--- config.mk ---
export PLATFORM = sky130hd
export DESIGN_NAME = burst_motor_fire_controller_top
export DESIGN_NICKNAME = d
export VERILOG_FILES = /design/src/hdl/bmfc_pkg.sv /design/src/hdl/bmfc_debounce.sv /design/src/hdl/bmfc_core.sv /design/src/hdl/bmfc_outq.sv /design/src/hdl/burst_motor_fire_controller_top.sv
export SDC_FILE = /design/constraint.sdc
export NUM_CORES = 1
export LEC_CHECK = 0
export BUFFER_PORTS_ARGS = -buffer_cell sky130_fd_sc_hd__buf_2
export CAP_MARGIN = 20
export CORE_MARGIN = 2
export CORE_UTILIZATION = 55
export DETAILED_ROUTE_END_ITERATION = 6
export PLACE_DENSITY = 0.84
export RECOVER_POWER = 50
export SYNTH_ARGS = -nofsm -noshare
export SYNTH_HDL_FRONTEND = slang
export SYNTH_HIERARCHICAL = 1
export SYNTH_SLANG_ARGS = --single-unit
--- constraint.sdc ---
create_clock -name clk -period 11.8 [get_ports clk]
set_input_delay 1.77 -clock clk [delete_from_list [all_inputs] [get_ports clk]]
set_output_delay 1.77 -clock clk [all_outputs]
set_load 0.02 [all_outputs]
--- src/hdl/bmfc_pkg.sv ---
package bmfc_pkg;

  localparam int unsigned NUM_CH      = 3;
  localparam int unsigned DB_W        = 8;
  localparam int unsigned SHOT_W      = 3;
  localparam int unsigned ELAPSED_W   = 11;
  localparam int unsigned DELAY_W     = 7;
  localparam int unsigned POT_W       = 10;
  localparam int unsigned ADDR_W      = 5;
  localparam int unsigned DATA_W      = 32;

  localparam int unsigned CH_TRIG     = 0;
  localparam int unsigned CH_CYC      = 1;
  localparam int unsigned CH_SEL      = 2;

  localparam logic [DB_W-1:0]      DB_MAX      = '1;
  localparam logic [ELAPSED_W-1:0] ELAPSED_MAX = '1;

  localparam logic [DB_W-1:0]   TRIG_DB_RESET  = 8'd30;
  localparam logic [DB_W-1:0]   CYC_DB_RESET   = 8'd10;
  localparam logic [DB_W-1:0]   SEL_DB_RESET   = 8'd200;
  localparam logic [DB_W-1:0]   TIMEOUT_RESET  = 8'd100;
  localparam logic [SHOT_W-1:0] BURST_RESET    = 3'd3;

  // register indexes
  localparam logic [2:0] REG_TRIG_DB = 3'd0;
  localparam logic [2:0] REG_CYC_DB  = 3'd1;
  localparam logic [2:0] REG_SEL_DB  = 3'd2;
  localparam logic [2:0] REG_TIMEOUT = 3'd3;
  localparam logic [2:0] REG_BURST   = 3'd4;

  typedef enum logic [1:0] {
    MODE_SINGLE = 2'd0,
    MODE_BURST  = 2'd1,
    MODE_AUTO   = 2'd2
  } mode_t;

  typedef struct packed {
    logic              trigger_level;
    logic              cycle_level;
    logic              selector_level;
    logic [POT_W-1:0]  pot_sample;
  } in_item_t;

  typedef struct packed {
    logic              motor_on;
    logic [1:0]        fire_mode;
    logic [SHOT_W-1:0] shots_pending;
    logic              stop_pending;
  } out_item_t;

  typedef struct packed {
    logic [DB_W-1:0]   trigger_debounce_ms;
    logic [DB_W-1:0]   cycle_debounce_ms;
    logic [DB_W-1:0]   selector_debounce_ms;
    logic [DB_W-1:0]   shot_timeout_ms;
    logic [SHOT_W-1:0] burst_count;
  } cfg_t;

  // 1 + pot*99/1023, division by 1023 done as (x + (x >> 10) + 1) >> 10
  function automatic logic [DELAY_W-1:0] pot_to_delay(input logic [POT_W-1:0] pot);
    logic [16:0] prod;
    logic [16:0] sum;
    prod = {7'd0, pot} * 17'd99;
    sum  = prod + (prod >> 10) + 17'd1;
    return DELAY_W'(sum >> 10) + DELAY_W'(1);
  endfunction

endpackage

--- src/hdl/bmfc_debounce.sv ---
module bmfc_debounce (
  input  logic                                   clk,
  input  logic                                   rst,
  input  logic                                   accept,
  input  logic [bmfc_pkg::NUM_CH-1:0]            levels,
  input  logic [bmfc_pkg::NUM_CH-1:0][bmfc_pkg::DB_W-1:0] limits,
  output logic [bmfc_pkg::NUM_CH-1:0]            edges
);

  logic [bmfc_pkg::NUM_CH-1:0]                     prev_levels;
  logic [bmfc_pkg::NUM_CH-1:0][bmfc_pkg::DB_W-1:0] elapsed;
  logic [bmfc_pkg::NUM_CH-1:0][bmfc_pkg::DB_W-1:0] elapsed_next;

  always_comb begin
    for (int ch = 0; ch < bmfc_pkg::NUM_CH; ch++) begin
      if (elapsed[ch] != bmfc_pkg::DB_MAX) begin
        elapsed_next[ch] = elapsed[ch] + bmfc_pkg::DB_W'(1);
      end else begin
        elapsed_next[ch] = elapsed[ch];
      end
      edges[ch] = levels[ch] && !prev_levels[ch] && (elapsed_next[ch] > limits[ch]);
      if (edges[ch]) begin
        elapsed_next[ch] = '0;
      end
    end
  end

  always_ff @(posedge clk) begin
    if (rst) begin
      prev_levels <= '0;
      for (int ch = 0; ch < bmfc_pkg::NUM_CH; ch++) begin
        elapsed[ch] <= bmfc_pkg::DB_MAX;
      end
    end else if (accept) begin
      prev_levels <= levels;
      elapsed     <= elapsed_next;
    end
  end

endmodule

--- src/hdl/bmfc_core.sv ---
module bmfc_core (
  input  logic                          clk,
  input  logic                          rst,
  input  logic                          accept,
  input  logic [bmfc_pkg::NUM_CH-1:0]   edges,
  input  logic                          trig_held,
  input  logic [bmfc_pkg::POT_W-1:0]    pot,
  input  bmfc_pkg::cfg_t                cfg,
  output bmfc_pkg::out_item_t           result
);

  bmfc_pkg::mode_t                   mode;
  bmfc_pkg::mode_t                   mode_next;
  logic [bmfc_pkg::SHOT_W-1:0]       shots;
  logic [bmfc_pkg::SHOT_W-1:0]       shots_next;
  logic                              running;
  logic                              running_next;
  logic [bmfc_pkg::ELAPSED_W-1:0]    run_elapsed;
  logic [bmfc_pkg::ELAPSED_W-1:0]    run_elapsed_next;
  logic [bmfc_pkg::NUM_CH-1:0]       pending;
  logic [bmfc_pkg::NUM_CH-1:0]       pending_next;
  logic [bmfc_pkg::DELAY_W-1:0]      countdown;
  logic [bmfc_pkg::DELAY_W-1:0]      countdown_next;
  logic [bmfc_pkg::DELAY_W-1:0]      stop_delay;
  logic [bmfc_pkg::ELAPSED_W-1:0]    limit;
  logic                              done;

  assign stop_delay = bmfc_pkg::pot_to_delay(pot);

  always_comb begin
    mode_next        = mode;
    shots_next       = shots;
    running_next     = running;
    run_elapsed_next = run_elapsed;
    pending_next     = pending | edges;
    countdown_next   = countdown;
    done             = 1'b0;
    limit            = '0;

    if (running && run_elapsed != bmfc_pkg::ELAPSED_MAX) begin
      run_elapsed_next = run_elapsed + bmfc_pkg::ELAPSED_W'(1);
    end

    if (countdown != '0) begin
      if (mode == bmfc_pkg::MODE_AUTO && trig_held) begin
        countdown_next = '0;
      end else begin
        countdown_next = countdown - bmfc_pkg::DELAY_W'(1);
        if (countdown_next == '0) begin
          running_next = 1'b0;
          shots_next   = '0;
        end
      end
    end else begin
      // trigger
      if (pending_next[bmfc_pkg::CH_TRIG]) begin
        pending_next[bmfc_pkg::CH_TRIG] = 1'b0;
        if (!running) begin
          if (mode == bmfc_pkg::MODE_SINGLE && shots == '0) begin
            shots_next       = bmfc_pkg::SHOT_W'(1);
            running_next     = 1'b1;
            run_elapsed_next = '0;
          end else if (mode == bmfc_pkg::MODE_BURST && shots == '0) begin
            shots_next       = cfg.burst_count;
            running_next     = 1'b1;
            run_elapsed_next = '0;
          end else if (mode == bmfc_pkg::MODE_AUTO) begin
            shots_next       = bmfc_pkg::SHOT_W'(1);
            running_next     = 1'b1;
            run_elapsed_next = '0;
          end
        end
      end

      // cycle sensor
      if (pending_next[bmfc_pkg::CH_CYC]) begin
        pending_next[bmfc_pkg::CH_CYC] = 1'b0;
        if (running_next) begin
          if (mode == bmfc_pkg::MODE_AUTO && trig_held) begin
            shots_next = bmfc_pkg::SHOT_W'(1);
          end else if (shots_next != '0) begin
            shots_next = shots_next - bmfc_pkg::SHOT_W'(1);
          end
          if (shots_next == '0) begin
            countdown_next = stop_delay;
            done           = 1'b1;
          end
        end
      end

      if (!done) begin
        if (pending_next[bmfc_pkg::CH_SEL]) begin
          pending_next[bmfc_pkg::CH_SEL] = 1'b0;
          case (mode)
            bmfc_pkg::MODE_SINGLE: mode_next = bmfc_pkg::MODE_BURST;
            bmfc_pkg::MODE_BURST:  mode_next = bmfc_pkg::MODE_AUTO;
            default:               mode_next = bmfc_pkg::MODE_SINGLE;
          endcase
        end

        // full auto release
        if (mode_next == bmfc_pkg::MODE_AUTO && !trig_held && running_next
            && shots_next != '0) begin
          running_next = 1'b0;
          shots_next   = '0;
        end

        // safety timeout
        limit = bmfc_pkg::ELAPSED_W'(cfg.shot_timeout_ms) * bmfc_pkg::ELAPSED_W'(shots_next);
        if (running_next && mode_next != bmfc_pkg::MODE_AUTO && run_elapsed_next >= limit) begin
          running_next = 1'b0;
          shots_next   = '0;
        end
      end
    end

    result.motor_on      = running_next;
    result.fire_mode     = mode_next;
    result.shots_pending = shots_next;
    result.stop_pending  = (countdown_next != '0);
  end

  always_ff @(posedge clk) begin
    if (rst) begin
      mode        <= bmfc_pkg::MODE_SINGLE;
      shots       <= '0;
      running     <= 1'b0;
      run_elapsed <= '0;
      pending     <= '0;
      countdown   <= '0;
    end else if (accept) begin
      mode        <= mode_next;
      shots       <= shots_next;
      running     <= running_next;
      run_elapsed <= run_elapsed_next;
      pending     <= pending_next;
      countdown   <= countdown_next;
    end
  end

endmodule

--- src/hdl/bmfc_outq.sv ---
module bmfc_outq (
  input  logic                 clk,
  input  logic                 rst,
  input  logic                 push,
  input  bmfc_pkg::out_item_t  push_data,
  output logic                 full,
  output logic                 out_valid,
  input  logic                 out_stall,
  output bmfc_pkg::out_item_t  out_data
);

  bmfc_pkg::out_item_t entry0;
  bmfc_pkg::out_item_t entry1;
  logic                head;
  logic [1:0]          count;
  logic                tail;
  logic                pop;

  assign full      = (count == 2'd2);
  assign out_valid = (count != 2'd0);
  assign out_data  = head ? entry1 : entry0;
  assign pop       = out_valid && !out_stall;
  assign tail      = head ^ count[0];

  always_ff @(posedge clk) begin
    if (push) begin
      if (tail) begin
        entry1 <= push_data;
      end else begin
        entry0 <= push_data;
      end
    end
  end

  always_ff @(posedge clk) begin
    if (rst) begin
      head  <= 1'b0;
      count <= 2'd0;
    end else begin
      if (pop) begin
        head <= !head;
      end
      count <= count + 2'(push) - 2'(pop);
    end
  end

endmodule

--- src/hdl/burst_motor_fire_controller_top.sv ---
// output: a result is registered in the output queue when its tick item is accepted
// throughput: one item per cycle while the queue is not full; the state update is a
// single pass per item and a two-entry output queue lets input continue while a result waits
// reset: synchronous, clears mode, shot count, motor, counters and the queue;
// debounce timers start saturated and the registers take their default values
module burst_motor_fire_controller_top (
  input  logic                           clk,
  input  logic                           rst,
  input  logic                           in_valid,
  output logic                           in_stall,
  input  bmfc_pkg::in_item_t             in_data,
  output logic                           out_valid,
  input  logic                           out_stall,
  output bmfc_pkg::out_item_t            out_data,
  input  logic                           psel,
  input  logic                           penable,
  input  logic                           pwrite,
  input  logic [bmfc_pkg::ADDR_W-1:0]    paddr,
  input  logic [bmfc_pkg::DATA_W-1:0]    pwdata,
  output logic [bmfc_pkg::DATA_W-1:0]    prdata,
  output logic                           pready
);

  bmfc_pkg::cfg_t                                   cfg;
  logic                                             accept;
  logic                                             q_full;
  logic [bmfc_pkg::NUM_CH-1:0]                      levels;
  logic [bmfc_pkg::NUM_CH-1:0][bmfc_pkg::DB_W-1:0]  limits;
  logic [bmfc_pkg::NUM_CH-1:0]                      edges;
  bmfc_pkg::out_item_t                              result;
  logic [2:0]                                       reg_idx;
  logic                                             wr_en;

  assign pready  = 1'b1;
  assign reg_idx = paddr[4:2];
  assign wr_en   = psel && penable && pwrite && pready;

  always_ff @(posedge clk) begin
    if (rst) begin
      cfg.trigger_debounce_ms  <= bmfc_pkg::TRIG_DB_RESET;
      cfg.cycle_debounce_ms    <= bmfc_pkg::CYC_DB_RESET;
      cfg.selector_debounce_ms <= bmfc_pkg::SEL_DB_RESET;
      cfg.shot_timeout_ms      <= bmfc_pkg::TIMEOUT_RESET;
      cfg.burst_count          <= bmfc_pkg::BURST_RESET;
    end else if (wr_en) begin
      unique case (reg_idx)
        bmfc_pkg::REG_TRIG_DB: cfg.trigger_debounce_ms  <= pwdata[7:0];
        bmfc_pkg::REG_CYC_DB:  cfg.cycle_debounce_ms    <= pwdata[7:0];
        bmfc_pkg::REG_SEL_DB:  cfg.selector_debounce_ms <= pwdata[7:0];
        bmfc_pkg::REG_TIMEOUT: cfg.shot_timeout_ms      <= pwdata[7:0];
        bmfc_pkg::REG_BURST:   cfg.burst_count          <= pwdata[2:0];
        default: ;
      endcase
    end
  end

  always_comb begin
    unique case (reg_idx)
      bmfc_pkg::REG_TRIG_DB: prdata = bmfc_pkg::DATA_W'(cfg.trigger_debounce_ms);
      bmfc_pkg::REG_CYC_DB:  prdata = bmfc_pkg::DATA_W'(cfg.cycle_debounce_ms);
      bmfc_pkg::REG_SEL_DB:  prdata = bmfc_pkg::DATA_W'(cfg.selector_debounce_ms);
      bmfc_pkg::REG_TIMEOUT: prdata = bmfc_pkg::DATA_W'(cfg.shot_timeout_ms);
      bmfc_pkg::REG_BURST:   prdata = bmfc_pkg::DATA_W'(cfg.burst_count);
      default:               prdata = '0;
    endcase
  end

  assign in_stall = q_full;
  assign accept   = in_valid && !in_stall;

  assign levels[bmfc_pkg::CH_TRIG] = in_data.trigger_level;
  assign levels[bmfc_pkg::CH_CYC]  = in_data.cycle_level;
  assign levels[bmfc_pkg::CH_SEL]  = in_data.selector_level;

  assign limits[bmfc_pkg::CH_TRIG] = cfg.trigger_debounce_ms;
  assign limits[bmfc_pkg::CH_CYC]  = cfg.cycle_debounce_ms;
  assign limits[bmfc_pkg::CH_SEL]  = cfg.selector_debounce_ms;

  bmfc_debounce u_debounce (
    .clk    (clk),
    .rst    (rst),
    .accept (accept),
    .levels (levels),
    .limits (limits),
    .edges  (edges)
  );

  bmfc_core u_core (
    .clk       (clk),
    .rst       (rst),
    .accept    (accept),
    .edges     (edges),
    .trig_held (in_data.trigger_level),
    .pot       (in_data.pot_sample),
    .cfg       (cfg),
    .result    (result)
  );

  bmfc_outq u_outq (
    .clk       (clk),
    .rst       (rst),
    .push      (accept),
    .push_data (result),
    .full      (q_full),
    .out_valid (out_valid),
    .out_stall (out_stall),
    .out_data  (out_data)
  );

  assert property (@(posedge clk) disable iff (rst) in_stall |-> out_valid)
    else $error("input stalled with no result waiting");

  assert property (@(posedge clk) disable iff (rst)
    (out_valid && out_data.stop_pending) |-> out_data.motor_on)
    else $error("stop countdown with motor off");

  assert property (@(posedge clk) disable iff (rst)
    (out_valid && !out_data.motor_on) |-> (out_data.shots_pending == '0))
    else $error("shots pending with motor off");

  assert property (@(posedge clk) (!rst && $past(rst)) |-> !out_valid)
    else $error("result offered right after reset");

endmodule
# Word level (Yosys, flattened, before mapping)
# Index checks and enable logic that the tools add are counted.
# op_classes
n_lt_le_gt_ge,4
n_mul,2
n_reduce_logical,43
addsub,11
n_mux,69
n_eq_ne,13
n_bitwise,3
# op_table
operator,count
$mux W11,8
$mux W3,23
$mux W8,6
$mux W7,6
$pmux W8 S5,1
$add A8 B1 Y8 const B,3
$gt A8 B8 Y1,3
$ne A8 B8 Y1 const B,3
$logic_and A1 B1 Y1,19
$mux W1,19
$add A17 B1 Y17 const B,1
$add A17 B7 Y17,1
$mul A10 B7 Y17 const B,1
$reduce_and A2 Y1,7
$reduce_bool A7 Y1,2
$add A11 B1 Y11 const B,1
$ge A11 B11 Y1,1
$mul A8 B3 Y11,1
$ne A11 B11 Y1 const B,1
$mux W2,5
$logic_not A3 Y1,3
$add A7 B1 Y7 const B,1
$logic_not A1 Y1,7
$logic_not A7 Y1,1
17 further kinds,21
# totals
ff_bits,106

# Logic depth before layout (Yosys ltp)
# Gate-level depths: netlist of the first run.
# logic_depth
depth_word,33
mapped_depth,43
mapped_depth_nobuf,42

# By module
# The synthesis of the first run kept the hierarchy.
# modules_own_cells
mod,seq_area_each_um2,instances,cells_each,area_per_inst_um2
bmfc_core,540.5,1,586,4634.4
bmfc_debounce,540.5,1,256,2218.4
burst_motor_fire_controller_top,700.7,1,196,1939.4
bmfc_outq,480.5,1,41,703.2

# Worst setup path before layout of the first run
# No wires, ideal clock.
# synth_path
kind,input -> register
startpoint,input port in_data[12] in the netlist's numbering
endpoint,register u_outq/entry0[6] in the netlist's numbering (data pin)
slack_ps,4140
setup_ps,252
path_stages,34
path_buffers,1
arrival_time_ps,7408
path_cell_list,o311ai_0 -> a31oi_1 -> nand2_1 -> inv_1 -> o21ba_2 -> o21a_1 -> a21oi_1 -> ha_1 -> ha_1 -> or3_1 -> o22ai_1 -> nor2b_1 -> nand2_1 -> fa_1 -> inv_1 -> ha_1 -> inv_1 -> fa_1 -> inv_1 -> a21oi_1 -> o21ai_0 -> and2_1 -> o21ai_0 -> nand2b_1 -> a21o_1 -> a21oi_1 -> ha_1 -> and4_1 -> nand2_1 -> a21boi_0 -> nor2_1 -> a31oi_1 -> a211oi_1 -> buf_4
# synth_via
elab_chain_cells,25
# synth_rtl
item,line,text
start: declaration,burst_motor_fire_controller_top.sv:11,"input bmfc_pkg::in_item_t in_data,"
$logic_and A1 B1 Y1 * (2 in a row),bmfc_debounce.sv:21,edges[ch] = levels[ch] && !prev_levels[ch] && (elapsed_next[ch] > limits[ch]);
named net edges (one bit),burst_motor_fire_controller_top.sv:29,logic [bmfc_pkg::NUM_CH-1:0] edges;
$or A3 B3 Y3 *,bmfc_core.sv:35,pending_next = pending | edges;
$mux W3,bmfc_core.sv:56,if (pending_next[bmfc_pkg::CH_TRIG]) begin
$mux W3,bmfc_core.sv:44,if (countdown != '0) begin
$sub A3 B1 Y3 or $reduce_bool A3 Y1 (tied branches),"bmfc_core.sv:82, bmfc_core.sv:81",
$mux W3,bmfc_core.sv:81,end else if (shots_next != '0) begin
$mux W3,bmfc_core.sv:79,if (mode == bmfc_pkg::MODE_AUTO && trig_held) begin
(+10 left out),n/a,
$mux W3,bmfc_core.sv:44,
$mul A8 B3 Y11,bmfc_core.sv:109,limit = bmfc_pkg::ELAPSED_W'(cfg.shot_timeout_ms) * bmfc_pkg::ELAPSED_W'(shots_next);
$ge A11 B11 Y1,bmfc_core.sv:110,if (running_next && mode_next != bmfc_pkg::MODE_AUTO && run_elapsed_next >= limit) begin
$logic_and A1 B1 Y1,bmfc_core.sv:110,
$mux W1,bmfc_core.sv:110,
$mux W1 *,bmfc_core.sv:91,if (!done) begin
$mux W1 *,bmfc_core.sv:44,
named net u_core.running_next,bmfc_core.sv:17,logic running_next;
end signal: assignment,bmfc_outq.sv:30,entry0 <= push_data;
end: declaration,bmfc_outq.sv:12,bmfc_pkg::out_item_t entry0;
# The timed path passes the listed nets; every way through them passes the cells marked *. The select of a mux whose other input is x is not followed.
# A chain may end at the register's enable or synchronous reset.

==> results of run 1 <==
==> cell families (layout without fill, tap and decap cells) <==
family	count (synthesis)	count (layout)	share of synthesized area
fa+ha+maj	126	126	0.1779
buf+inv	155	157	0.08222
flops	106	106	0.2382
mux	73	73	0.08710
compound gates	238	238	0.1809
other cells	2	25	0.0007909
xor+xnor	39	39	0.03742
simple gates	340	340	0.1954
==> worst max-delay path: cells and delay by family (launching register included) <==
kind / cells / cell delay, ns
XOR/XNOR: 1 / 0.14
adder cells (fa/ha/maj): 8 / 2.48
buffers and inverters: 4 / 0.37
AND/OR/NAND/NOR: 10 / 2.25
flip-flops: 1 / 0.46
AO/OA/AOI/OAI: 16 / 3.26
==> where the power goes <==
group	internal, W	switching, W
registers	0.000437	0.0000670
clock network	0.000149	0.000153
logic	0.000509	0.000675
total	0.00109	0.000895
==> metal layers <==
layer | vias to the layer above | global-route usage | wire length, µm
li1 | 3856 | - | -
met1 | 3709 | 0.3188 | 9620
met2 | 245 | 0.3748 | 9673
met3 | 21 | 0.03330 | 1132
met4 | 0 | 0.06771 | 378
met5 | - | 0 | 0
==> per-stage QoR <==
stage                     std cells  setup WS [ns]  hold slack, ns
after detailed placement       1313          2.558          0.4826
after global routing           1329          1.887          0.5279
after global placement         1313          2.817          0.4746
after CTS                      1329          2.684          0.4985
after floorplan                1102          4.140          0.4587
final                          1329          2.633          0.5013
==> cell usage after synthesis, types with 5 or more instances <==
library cell,number
sky130_fd_sc_hd__ha_1,111
sky130_fd_sc_hd__nor2_1,97
sky130_fd_sc_hd__dfxtp_1,92
sky130_fd_sc_hd__inv_1,90
sky130_fd_sc_hd__nand2_1,51
sky130_fd_sc_hd__a21oi_1,49
sky130_fd_sc_hd__mux2i_1,47
sky130_fd_sc_hd__nand2b_1,36
sky130_fd_sc_hd__buf_4,29
sky130_fd_sc_hd__a21o_1,27
sky130_fd_sc_hd__xnor2_1,26
sky130_fd_sc_hd__and2_1,23
sky130_fd_sc_hd__nand3_1,21
sky130_fd_sc_hd__o21ai_0,21
sky130_fd_sc_hd__nor2b_1,20
sky130_fd_sc_hd__mux2_2,19
sky130_fd_sc_hd__clkbuf_1,16
sky130_fd_sc_hd__o21a_1,16
sky130_fd_sc_hd__a31o_2,15
sky130_fd_sc_hd__a31oi_1,15
sky130_fd_sc_hd__fa_1,15
sky130_fd_sc_hd__nand4_1,15
sky130_fd_sc_hd__edfxtp_1,14
sky130_fd_sc_hd__a22oi_1,13
sky130_fd_sc_hd__xor2_1,12
sky130_fd_sc_hd__nor3_1,11
sky130_fd_sc_hd__o22ai_1,10
sky130_fd_sc_hd__and3_1,9
sky130_fd_sc_hd__buf_2,8
sky130_fd_sc_hd__or3_1,8
sky130_fd_sc_hd__a211oi_1,7
sky130_fd_sc_hd__buf_6,7
sky130_fd_sc_hd__a211o_1,6
sky130_fd_sc_hd__mux4_2,5
sky130_fd_sc_hd__or2_2,5
==> worst min-delay path by stage <==
stage | slack, ns | startpoint | to
6_report | 0.50 | u_debounce/prev_levels[1] | u_debounce/prev_levels[1]
5_1_grt | 0.53 | cfg[26] | cfg[26]
4_1_cts | 0.50 | cfg[12] | cfg[12]
3_5_place_dp | 0.48 | u_debounce/prev_levels[1] | u_debounce/prev_levels[1]
3_3_place_gp | 0.47 | u_debounce/prev_levels[2] | u_debounce/prev_levels[2]
2_1_floorplan | 0.46 | cfg[15] | cfg[15]
==> flip-flops by register name (all words and copies together), names as in the netlist <==
name and cells:
u_core/countdown 7, u_debounce/elapsed 24, u_outq/entry1 7, u_outq/count 2, u_debounce/prev_levels 3, u_outq/entry0 7, u_core/pending 3, u_outq/head 1
u_core/running 1, u_core/shots 3, u_core/run_elapsed 11, cfg 35, u_core/mode 2
==> cell type report <==
cell class,count,area (µm²)
Inverter,91,341.6
Tap cell,225,281.5
Clock inverter,7,67.56
Sequential cell,106,2262
Multi-Input combinational cell,841,6530
Fill cell,1465,7112
Clock buffer,9,225.2
Timing Repair Buffer,50,236.5
==> out/qor.txt, run 1 <==
Initial antenna violation count -> 0
Violations in the final reports -> max-capacitance violations, max-slew violations
Sequential element share of the synthesized area -> 0.2382
Startpoint of the most critical register-to-register path -> u_debounce/elapsed[0]
Setup fix buffers added after clock tree synthesis -> 0
DRC violations left -> 0
Cell with the largest stage delay on the worst path -> sky130_fd_sc_hd__nor2b_1
Average instance area after synthesis -> 8.800 µm²
ANT nets after route -> 0
Die height -> 135.4 µm
Sum of internal, switching and leakage power -> 0.001990 W
Hold path depth -> 2
Clock buffer count from CTS -> 9
Pwr per Cell Area -> 200.1 nW/µm²
Number of endpoints with negative hold slack in the final report -> 0
Endpoint class of the critical path -> flop
Post-route cell area -> 9945 µm²
Layout Skew -> 0.01463 ns
Critical setup path kind -> flop to flop
Critical path launch point type -> flop
Proportion of layout cells with a drive suffix above 1 -> 0.1214
Post-cts repair resize count -> 0
Total wire length -> 20.81 mm
Via count of the first global-routing pass -> 7153
Global route overflow -> 0
Number of storage elements in the synthesis netlist -> 106
Min cycle time layout -> 9.167 ns
Number of iterations in the first detailed-routing pass -> 5
Count of endpoints failing setup in the final report -> 0
Mean number of vias per cell -> 5.892
Maxcap violations -> 2
Worst VDD drop -> 115.2 µV
Wire length of the first global-routing pass -> 34.42 mm
Initial DRC Count -> 570
Area Growth Syn to Fin -> 4.731%
Portion of synthesized cell area occupied by the leading cell type -> 0.1940
Final weighted congestion of routability-driven global placement -> 0.8783
Cell area after technology mapping -> 9495 µm²
Number of inserted diodes -> 0
CP dominant cell by count -> sky130_fd_sc_hd__ha_1
Count of standard-cell rows -> 48
CP Data Arrival Time -> 9.30 ns
Post-route clock period utilization -> 0.7769
Global-route total usage across every layer -> 0.2304
TritonCTS clock tree -> yes
Clock sink count -> 106
Run status -> finished, violations left
Reg-to-Reg End -> u_outq/entry0[6]
Count of cells along the worst register-to-register path -> 39
CTS root buf -> sky130_fd_sc_hd__clkbuf_16
Io pins -> 99
Classification of the worst-slack hold path -> flop to flop
Syn. warnings -> 6
Clock-pin slew reported for the worst setup and hold paths after clock tree synthesis -> 0.08 ns
Flop-to-flop setup slack -> 2.63 ns
Leading register cell type out of synthesis -> sky130_fd_sc_hd__dfxtp_1
X dimension of the die -> 135.4 µm
Worst setup path startpoint -> u_debounce/elapsed[0]
Longest Clk Path Bufs -> 2
Count of pins over their slew limit -> 138
Most frequent cells in the layout -> sky130_fd_sc_hd__ha_1, sky130_fd_sc_hd__nor2_1, sky130_fd_sc_hd__dfxtp_1
Count of flip-flops with a built-in enable after synthesis -> 14
Util after Layout -> 0.5830
Ranking of synthesized cells by area -> sky130_fd_sc_hd__dfxtp_1, sky130_fd_sc_hd__ha_1, sky130_fd_sc_hd__mux2i_1
Crit path capture -> u_outq/entry0[6]
Leakage power figure -> 4.519 nW
Placed wire-length estimate -> 16.01 mm
Clock latency at the later pin of the worst-skew pair -> 0.37 ns
Number of buffers inserted by hold repair at cts -> 0
Upper clock frequency limit -> 109.1 MHz
Measured slew at the worst slew-check pin -> 2.994 ns
Post-detailed-placement cell area -> 9689 µm²
Most common cell after layout, fill and taps aside -> sky130_fd_sc_hd__ha_1
Initial core utilization -> 0.5567
Max-slew headroom at the worst pin -> -0.9962
Synthesized netlist cell count -> 1079
Accumulated negative setup slack -> 0 ns
H-tree depth -> 3
Final net count -> 1282
Pin count of the biggest net entering global routing -> 78
CP peak stage delay -> 0.53 ns
Required time of the critical path -> 11.93 ns
Library cell occupying the most area in the post-synthesis netlist -> sky130_fd_sc_hd__dfxtp_1
Biggest fanout along the worst timing path -> 14
FFs w/ async S/R, synth -> 0
Vias -> 7831
Number of distinct library cell variants in the gate-level netlist after synthesis -> 102
Count of buffers from port buffering -> 47
Per-cell routed wire length -> 15.65 µm
Area inside the core boundary -> 17060 µm²
Setup repair after global routing missed its margin -> no
Area of the die -> 18330 µm²
Power figures use the tool's default switching activity.
==> run 2: changes to the inputs <==
- PLACE_DENSITY: 0.84 -> 0.87
- clock period: 11.8 -> 7.7 ns (I/O delays scaled with it)
==> out/qor.txt, run 2 (synthesis gave the netlist of run 1 again) <==
Clock sink count -> 106 (unchanged)
TritonCTS clock tree -> yes
Worst setup path startpoint -> u_debounce/elapsed[4]
Classification of the worst-slack hold path -> flop to flop
Global route overflow -> 0 (unchanged)
Internal power of the cells -> 0.001805 W (+65%)
Number of endpoints with negative hold slack in the final report -> 0 (unchanged)
Biggest registers after layout -> cfg (35), u_debounce/elapsed (24), u_core/run_elapsed (11)
Global-route total usage across every layer -> 0.2428 (+0.01238)
Leakage power figure -> 4.724 nW (+4.5%)
Area Growth Syn to Fin -> 9.290%
Total wire length -> 22.71 mm (+9.1%)
Worst Setup Slack post-DPL -> -0.1598 ns (-2.718 ns)
Post-route cell area -> 10380 µm² (+4.4%)
CTS root buf -> sky130_fd_sc_hd__clkbuf_16
Initial antenna violation count -> 0 (unchanged)
Count of standard-cell rows -> 48 (unchanged)
Wire length of the first global-routing pass -> 36.51 mm (+6.1%)
Number of buffers inserted by hold repair at cts -> 0 (unchanged)
Per-cell routed wire length -> 16.72 µm (+6.8%)
Final weighted congestion of routability-driven global placement -> 0.9005 (+2.5%)
Area of the die -> 18330 µm² (unchanged)
Layout Skew -> 0.01178 ns (-0.002851 ns)
CP Data Arrival Time -> 7.81 ns (-1.49 ns)
Fill cells -> 1403 (-4.2%)
X dimension of the die -> 135.4 µm (unchanged)
Number of iterations in the first detailed-routing pass -> 7 (+2)
Pwr per Cell Area -> 314.4 nW/µm² (+57%)
Count of buffers from port buffering -> 47 (unchanged)
Flop-to-flop setup slack -> 0.15 ns (-2.48 ns)
Pin count of the biggest net entering global routing -> 60 (-23%)
Maxcap violations -> 1 (-1)
Count of endpoints failing setup in the final report -> 0 (unchanged)
Worst Slack Setup Final -> 0.1538 ns (-2.479 ns)
Io pins -> 99 (unchanged)
Measured slew at the worst slew-check pin -> 2.162 ns (-0.8326 ns)
Most frequent cells in the layout -> sky130_fd_sc_hd__ha_1, sky130_fd_sc_hd__nor2_1, sky130_fd_sc_hd__dfxtp_1
Global routing usage on met1 -> 0.3065 (-0.01231)
Clock latency at the later pin of the worst-skew pair -> 0.36 ns (about the same)
Initial core utilization -> 0.5567 (unchanged)
Vias -> 8070 (+3.1%)
Final net count -> 1311 (+2.3%)
Clock-pin slew reported for the worst setup and hold paths after clock tree synthesis -> 0.08 ns (about the same)
Area used by multi-input combinational logic -> 6720 µm² (+2.9%)
Post-route clock period utilization -> 0.9800 (+0.2031)
Violations in the final reports -> design-rule violations, max-capacitance violations, max-slew violations
Combinational Power Share -> 0.617 (+0.022)
Reg-to-Reg End -> u_core/shots[1]
Area inside the core boundary -> 17060 µm² (unchanged)
Upper clock frequency limit -> 132.5 MHz (+21%)
Switching fraction of total power -> 0.4468 (-0.002875)
Most common cell after layout, fill and taps aside -> sky130_fd_sc_hd__ha_1
Flip-flop and latch area -> 2266 µm² (+0.17%)
Worst VDD drop -> 174.4 µV (+51%)
Switching power -> 0.001458 W (+63%)
Count of pins over their slew limit -> 55 (-60%)
Post-detailed-placement cell area -> 9862 µm² (+1.8%)
DRC violations left -> 2 (+2)
Proportion of layout cells with a drive suffix above 1 -> 0.1809 (+0.05956)
Global route hottest layer -> met2
Initial DRC Count -> 555 (-2.6%)
Via count of the first global-routing pass -> 7924 (+11%)
Placed wire-length estimate -> 16.67 mm (+4.1%)
Cell with the largest stage delay on the worst path -> sky130_fd_sc_hd__fa_1
Critical path launch point type -> flop
Required time of the critical path -> 7.96 ns (-3.97 ns)
ANT nets after route -> 0 (unchanged)
Met3 layer usage reported by global route -> 0.04714 (+0.01384)
Relative contribution of sequential cells to total power -> 0.234 (-0.019)
Crit path capture -> u_core/shots[1]
Flip-flop count of the largest register after layout -> 35 (unchanged)
Number of inserted diodes -> 0 (unchanged)
Critical setup path kind -> flop to flop
Max-slew headroom at the worst pin -> -0.4411 (+0.5551)
Biggest fanout along the worst timing path -> 5 (-9)
Run status -> finished, violations left
Clock buffer count from CTS -> 9 (unchanged)
Die height -> 135.4 µm (unchanged)
Endpoint class of the critical path -> flop
Min cycle time layout -> 7.546 ns (-1.621 ns)
Startpoint of the most critical register-to-register path -> u_debounce/elapsed[4]
Biggest register -> cfg
H-tree depth -> 3 (unchanged)
Count of cells along the worst register-to-register path -> 39 (unchanged)
Longest Clk Path Bufs -> 2 (unchanged)
CP peak stage delay -> 0.45 ns (-0.08 ns)
Met2 Usage GRT -> 0.4081 (+0.03328)
Clock Power Share -> 0.149 (-0.003)
Mean number of vias per cell -> 5.943 (+0.85%)
[run 2: power groups by stage]
stage	clock network, W	logic, W	registers [W]
detailed placement	0	0.00186	0.000772
finish	0.000487	0.00201	0.000764
global route	0.000516	0.00222	0.000776
global placement	0	0.00180	0.000764
CTS	0.000496	0.00190	0.000760
floorplan	0	0.00149	0.000747
[run 2: worst min-delay path by stage]
stage	startpoint	end	cells past startpoint
after floorplan	cfg[15]	cfg[15]	2
after global placement	cfg[34]	cfg[34]	2
after detailed placement	cfg[12]	cfg[12]	2
after CTS	cfg[12]	cfg[12]	2
after global routing	cfg[12]	cfg[12]	2
final	cfg[16]	cfg[16]	2
[run 2: metrics by stage]
| stage | cells | hold WS [ns] | setup TNS, ns | power, W | util |
|---|---|---|---|---|---|
| 2_1_floorplan | 1102 | 0.4587 | 0 | 0.002238 | - |
| 3_3_place_gp | 1336 | 0.4701 | 0 | 0.002562 | 0.5782 |
| 3_5_place_dp | 1336 | 0.4858 | -0.8380 | 0.002635 | 0.5782 |
| 4_1_cts | 1352 | 0.4967 | 0 | 0.003152 | 0.5966 |
| 5_1_grt | 1358 | 0.5197 | -0.7413 | 0.003512 | 0.6084 |
| 6_report | 1358 | 0.4940 | 0 | 0.003263 | 0.6084 |
[run 2: repair_timing]
item,CTS,global route
pin swaps,1,16
endpoints found under the setup margin,12,14
buffers inserted,0,6
resized for setup,5,46
[run 2: final cells by class]
class / count / share of cell area
clock buffer: 9 / 0.02170
clock inverter: 7 / 0.007837
inverter: 91 / 0.03292
multi-input combinational: 841 / 0.6476
sequential: 106 / 0.2183
tap: 225 / 0.02713
timing repair buffer: 79 / 0.04449
[run 2: worst max-delay path: cells and delay by family (launching register included)]
kind,cells,cell delay (ns)
AO/OA/AOI/OAI,13,2.21
XOR/XNOR,1,0.12
adder cells (fa/ha/maj),7,1.97
buffers and inverters,5,0.40
flip-flops,1,0.33
multiplexers,1,0.34
AND/OR/NAND/NOR,12,2.08
[run 2: routing by layer]
layer / vias to the layer above / part of all wire
met3: 66 / 0.056
met2: 248 / 0.48
met5: - / 0
met4: 0 / 0.033
li1: 3908 / -
met1: 3848 / 0.43
==> run 3: changes to the inputs <==
- BUFFER_PORTS_ARGS: -buffer_cell sky130_fd_sc_hd__buf_2 -> default
- DONT_BUFFER_PORTS: default -> 1
- PLACE_DENSITY: 0.87 -> 0.82
==> out/qor.txt, run 3 (synthesis gave the netlist of run 1 again) <==
Util after Layout -> 0.6039 (-0.004474)
Switching power -> 0.001443 W (-1.1%)
Post-route cell area -> 10300 µm² (-0.74%)
Clock Power Share -> 0.154 (+0.005)
Final weighted congestion of routability-driven global placement -> 0.8870 (-1.5%)
Biggest register -> cfg
CP Data Arrival Time -> 7.78 ns (-0.03 ns)
Biggest registers after layout -> cfg (35), u_debounce/elapsed (24), u_core/run_elapsed (11)
Proportion of layout cells with a drive suffix above 1 -> 0.1569 (-0.02400)
Post-detailed-placement cell area -> 9724 µm² (-1.4%)
Initial antenna violation count -> 0 (unchanged)
CP peak stage delay -> 0.45 ns (about the same)
Uppermost metal layer occupied by signal nets -> met4
Worst VDD drop -> 225.6 µV (+29%)
Run status -> finished, final reports clean
Upper clock frequency limit -> 132.9 MHz (+0.28%)
Total length of routed met3 wires -> 1.052 mm (-17%)
Most common cell after layout, fill and taps aside -> sky130_fd_sc_hd__ha_1
X dimension of the die -> 135.4 µm (unchanged)
Wire length of the first global-routing pass -> 34.53 mm (-5.4%)
Area inside the core boundary -> 17060 µm² (unchanged)
Required time of the critical path -> 7.95 ns (about the same)
Max-slew headroom at the worst pin -> 0.3878 (+0.8289)
Biggest fanout along the worst timing path -> 4 (-1)
Buffer and inverter count on the worst path -> 7 (+2)
Total wire length -> 21.82 mm (-3.9%)
Pwr per Cell Area -> 320.3 nW/µm² (+1.9%)
Internal power of the cells -> 0.001857 W (+2.9%)
Worst Slack Setup Final -> 0.1746 ns (+0.02077 ns)
WL met2 -> 10.55 mm (-3.7%)
Flip-flop count of the largest register after layout -> 35 (unchanged)
Count of buffers from port buffering -> 0 (-100%)
Pin count of the biggest net entering global routing -> 107 (+78%)
Vias -> 7878 (-2.4%)
Initial DRC Count -> 508 (-8.5%)
Leakage power figure -> 4.608 nW (-2.4%)
Min cycle time layout -> 7.525 ns (-0.02076 ns)
Global route overflow -> 0 (unchanged)
Final Instance Count excl. Fillers -> 1321 (-2.7%)
Maxcap violations -> 0 (-1)
Classification of the worst-slack hold path -> flop to flop
Layout Skew -> 0.006816 ns (-0.004961 ns)
Switching fraction of total power -> 0.4372 (-0.009571)
CTS root buf -> sky130_fd_sc_hd__clkbuf_16
Flop-to-flop setup slack -> 0.17 ns (+0.02 ns)
Initial core utilization -> 0.5567 (unchanged)
Most frequent cells in the layout -> sky130_fd_sc_hd__ha_1, sky130_fd_sc_hd__nor2_1, sky130_fd_sc_hd__inv_1
Cell with the largest stage delay on the worst path -> sky130_fd_sc_hd__fa_1
Worst Setup Slack post-DPL -> -0.2046 ns (-0.04483 ns)
Count of standard-cell rows -> 48 (unchanged)
M1 wire length -> 9.687 mm (-0.31%)
Final net count -> 1274 (-2.8%)
Area of the die -> 18330 µm² (unchanged)
ANT nets after route -> 0 (unchanged)
Die height -> 135.4 µm (unchanged)
Per-cell routed wire length -> 16.52 µm (-1.2%)
Longest Clk Path Bufs -> 2 (unchanged)
Combinational Power Share -> 0.614 (-0.003)
Number of inserted diodes -> 0 (unchanged)
Clock sink count -> 106 (unchanged)
Critical path launch point type -> flop
Io pins -> 99 (unchanged)
Critical setup path kind -> flop to flop
Area Growth Syn to Fin -> 8.486%
Mean number of vias per cell -> 5.964 (+0.36%)
Count of endpoints failing setup in the final report -> 0 (unchanged)
DRC violations left -> 0 (-2)
Global-route total usage across every layer -> 0.2310 (-0.01175)
Post-route clock period utilization -> 0.9773 (-0.002697)
Clock-pin slew reported for the worst setup and hold paths after clock tree synthesis -> 0.08 ns (about the same)
Via count of the first global-routing pass -> 7305 (-7.8%)
Cell family contributing the most delay on the critical path -> compound AO/OA/AOI/OAI gates
Measured slew at the worst slew-check pin -> 0.9173 ns (-1.244 ns)
Number of endpoints with negative hold slack in the final report -> 0 (unchanged)
Endpoint class of the critical path -> flop
TritonCTS clock tree -> yes
Count of pins over their slew limit -> 0 (-100%)
Placed wire-length estimate -> 15.96 mm (-4.2%)
H-tree depth -> 3 (unchanged)
Clock buffer count from CTS -> 9 (unchanged)
Number of iterations in the first detailed-routing pass -> 5 (-2)
Fill cells -> 1426 (+1.6%)
Placed instance count -> 1302 (-2.5%)
Clock latency at the later pin of the worst-skew pair -> 0.36 ns (about the same)
Relative contribution of sequential cells to total power -> 0.232 (-0.002)
-- run 3: cell count changes in the layout (fill, tap and decap cells not counted), sizes merged --
cell	delta
buf	-28
clkbuf	-9
inv	-3
bufinv	+1
clkinv	+1
clkinvlp	+1
-- run 3: metrics by stage --
step | hold WS (ns) | power (W) | TNS (ns)
after global routing | 0.5173 | 0.003561 | -0.5684
after detailed placement | 0.4857 | 0.002645 | -0.7481
after CTS | 0.5008 | 0.003180 | 0
after floorplan | 0.4587 | 0.002238 | 0
final | 0.4967 | 0.003300 | 0
after global placement | 0.4732 | 0.002577 | 0
-- run 3: repair_timing --
action                                  CTS  global route
endpoints found under the setup margin   11            12
pin swaps                                 0            21
setup buffers                             0             3
hold endpoints to repair                  0             0
gates resized for setup                   5            53
hold buffers                              0             0
-- run 3: layout make-up --
class	count	area, µm²	share of cell area
multi-input cells	841	6769	0.6571
flip-flops and latches	106	2268	0.2202
inverters	91	341.6	0.03316
repair buffers	42	315.3	0.03061
well taps	225	281.5	0.02733
clock buffers	9	225.2	0.02186
clock inverters	7	100.1	0.009717
-- run 3: power groups by stage --
stage / clock network, W / logic, W / registers [W]
finish: 0.000509 / 0.00202 / 0.000766
floorplan: 0 / 0.00149 / 0.000747
global placement: 0 / 0.00181 / 0.000764
detailed placement: 0 / 0.00187 / 0.000771
CTS: 0.000518 / 0.00190 / 0.000760
global route: 0.000542 / 0.00224 / 0.000779
-- run 3: worst register-to-register path: cells and delay by family, from the launching register on --
| family | cells | cell delay [ns] |
|---|---|---|
| compound gates | 14 | 2.15 |
| fa+ha+maj | 7 | 1.96 |
| buf+inv | 7 | 0.71 |
| flops | 1 | 0.34 |
| mux | 1 | 0.34 |
| simple gates | 13 | 1.89 |
-- run 3: worst paths after layout --
path | startpoint | to | depth (start not counted)
worst max register to register | u_debounce/elapsed[3] | u_core/shots[2] | 42
worst max-delay path | u_debounce/elapsed[3] | u_core/shots[2] | 42
worst min register to register | u_debounce/prev_levels[2] | u_debounce/prev_levels[2] | 2
worst min-delay path | u_debounce/prev_levels[2] | u_debounce/prev_levels[2] | 2
-- run 3: routing by layer --
layer / vias up / track usage
li1: 3845 / -
met1: 3738 / 0.3035
met2: 255 / 0.3872
met4: 0 / 0.07813
met5: - / 0
met3: 40 / 0.03741
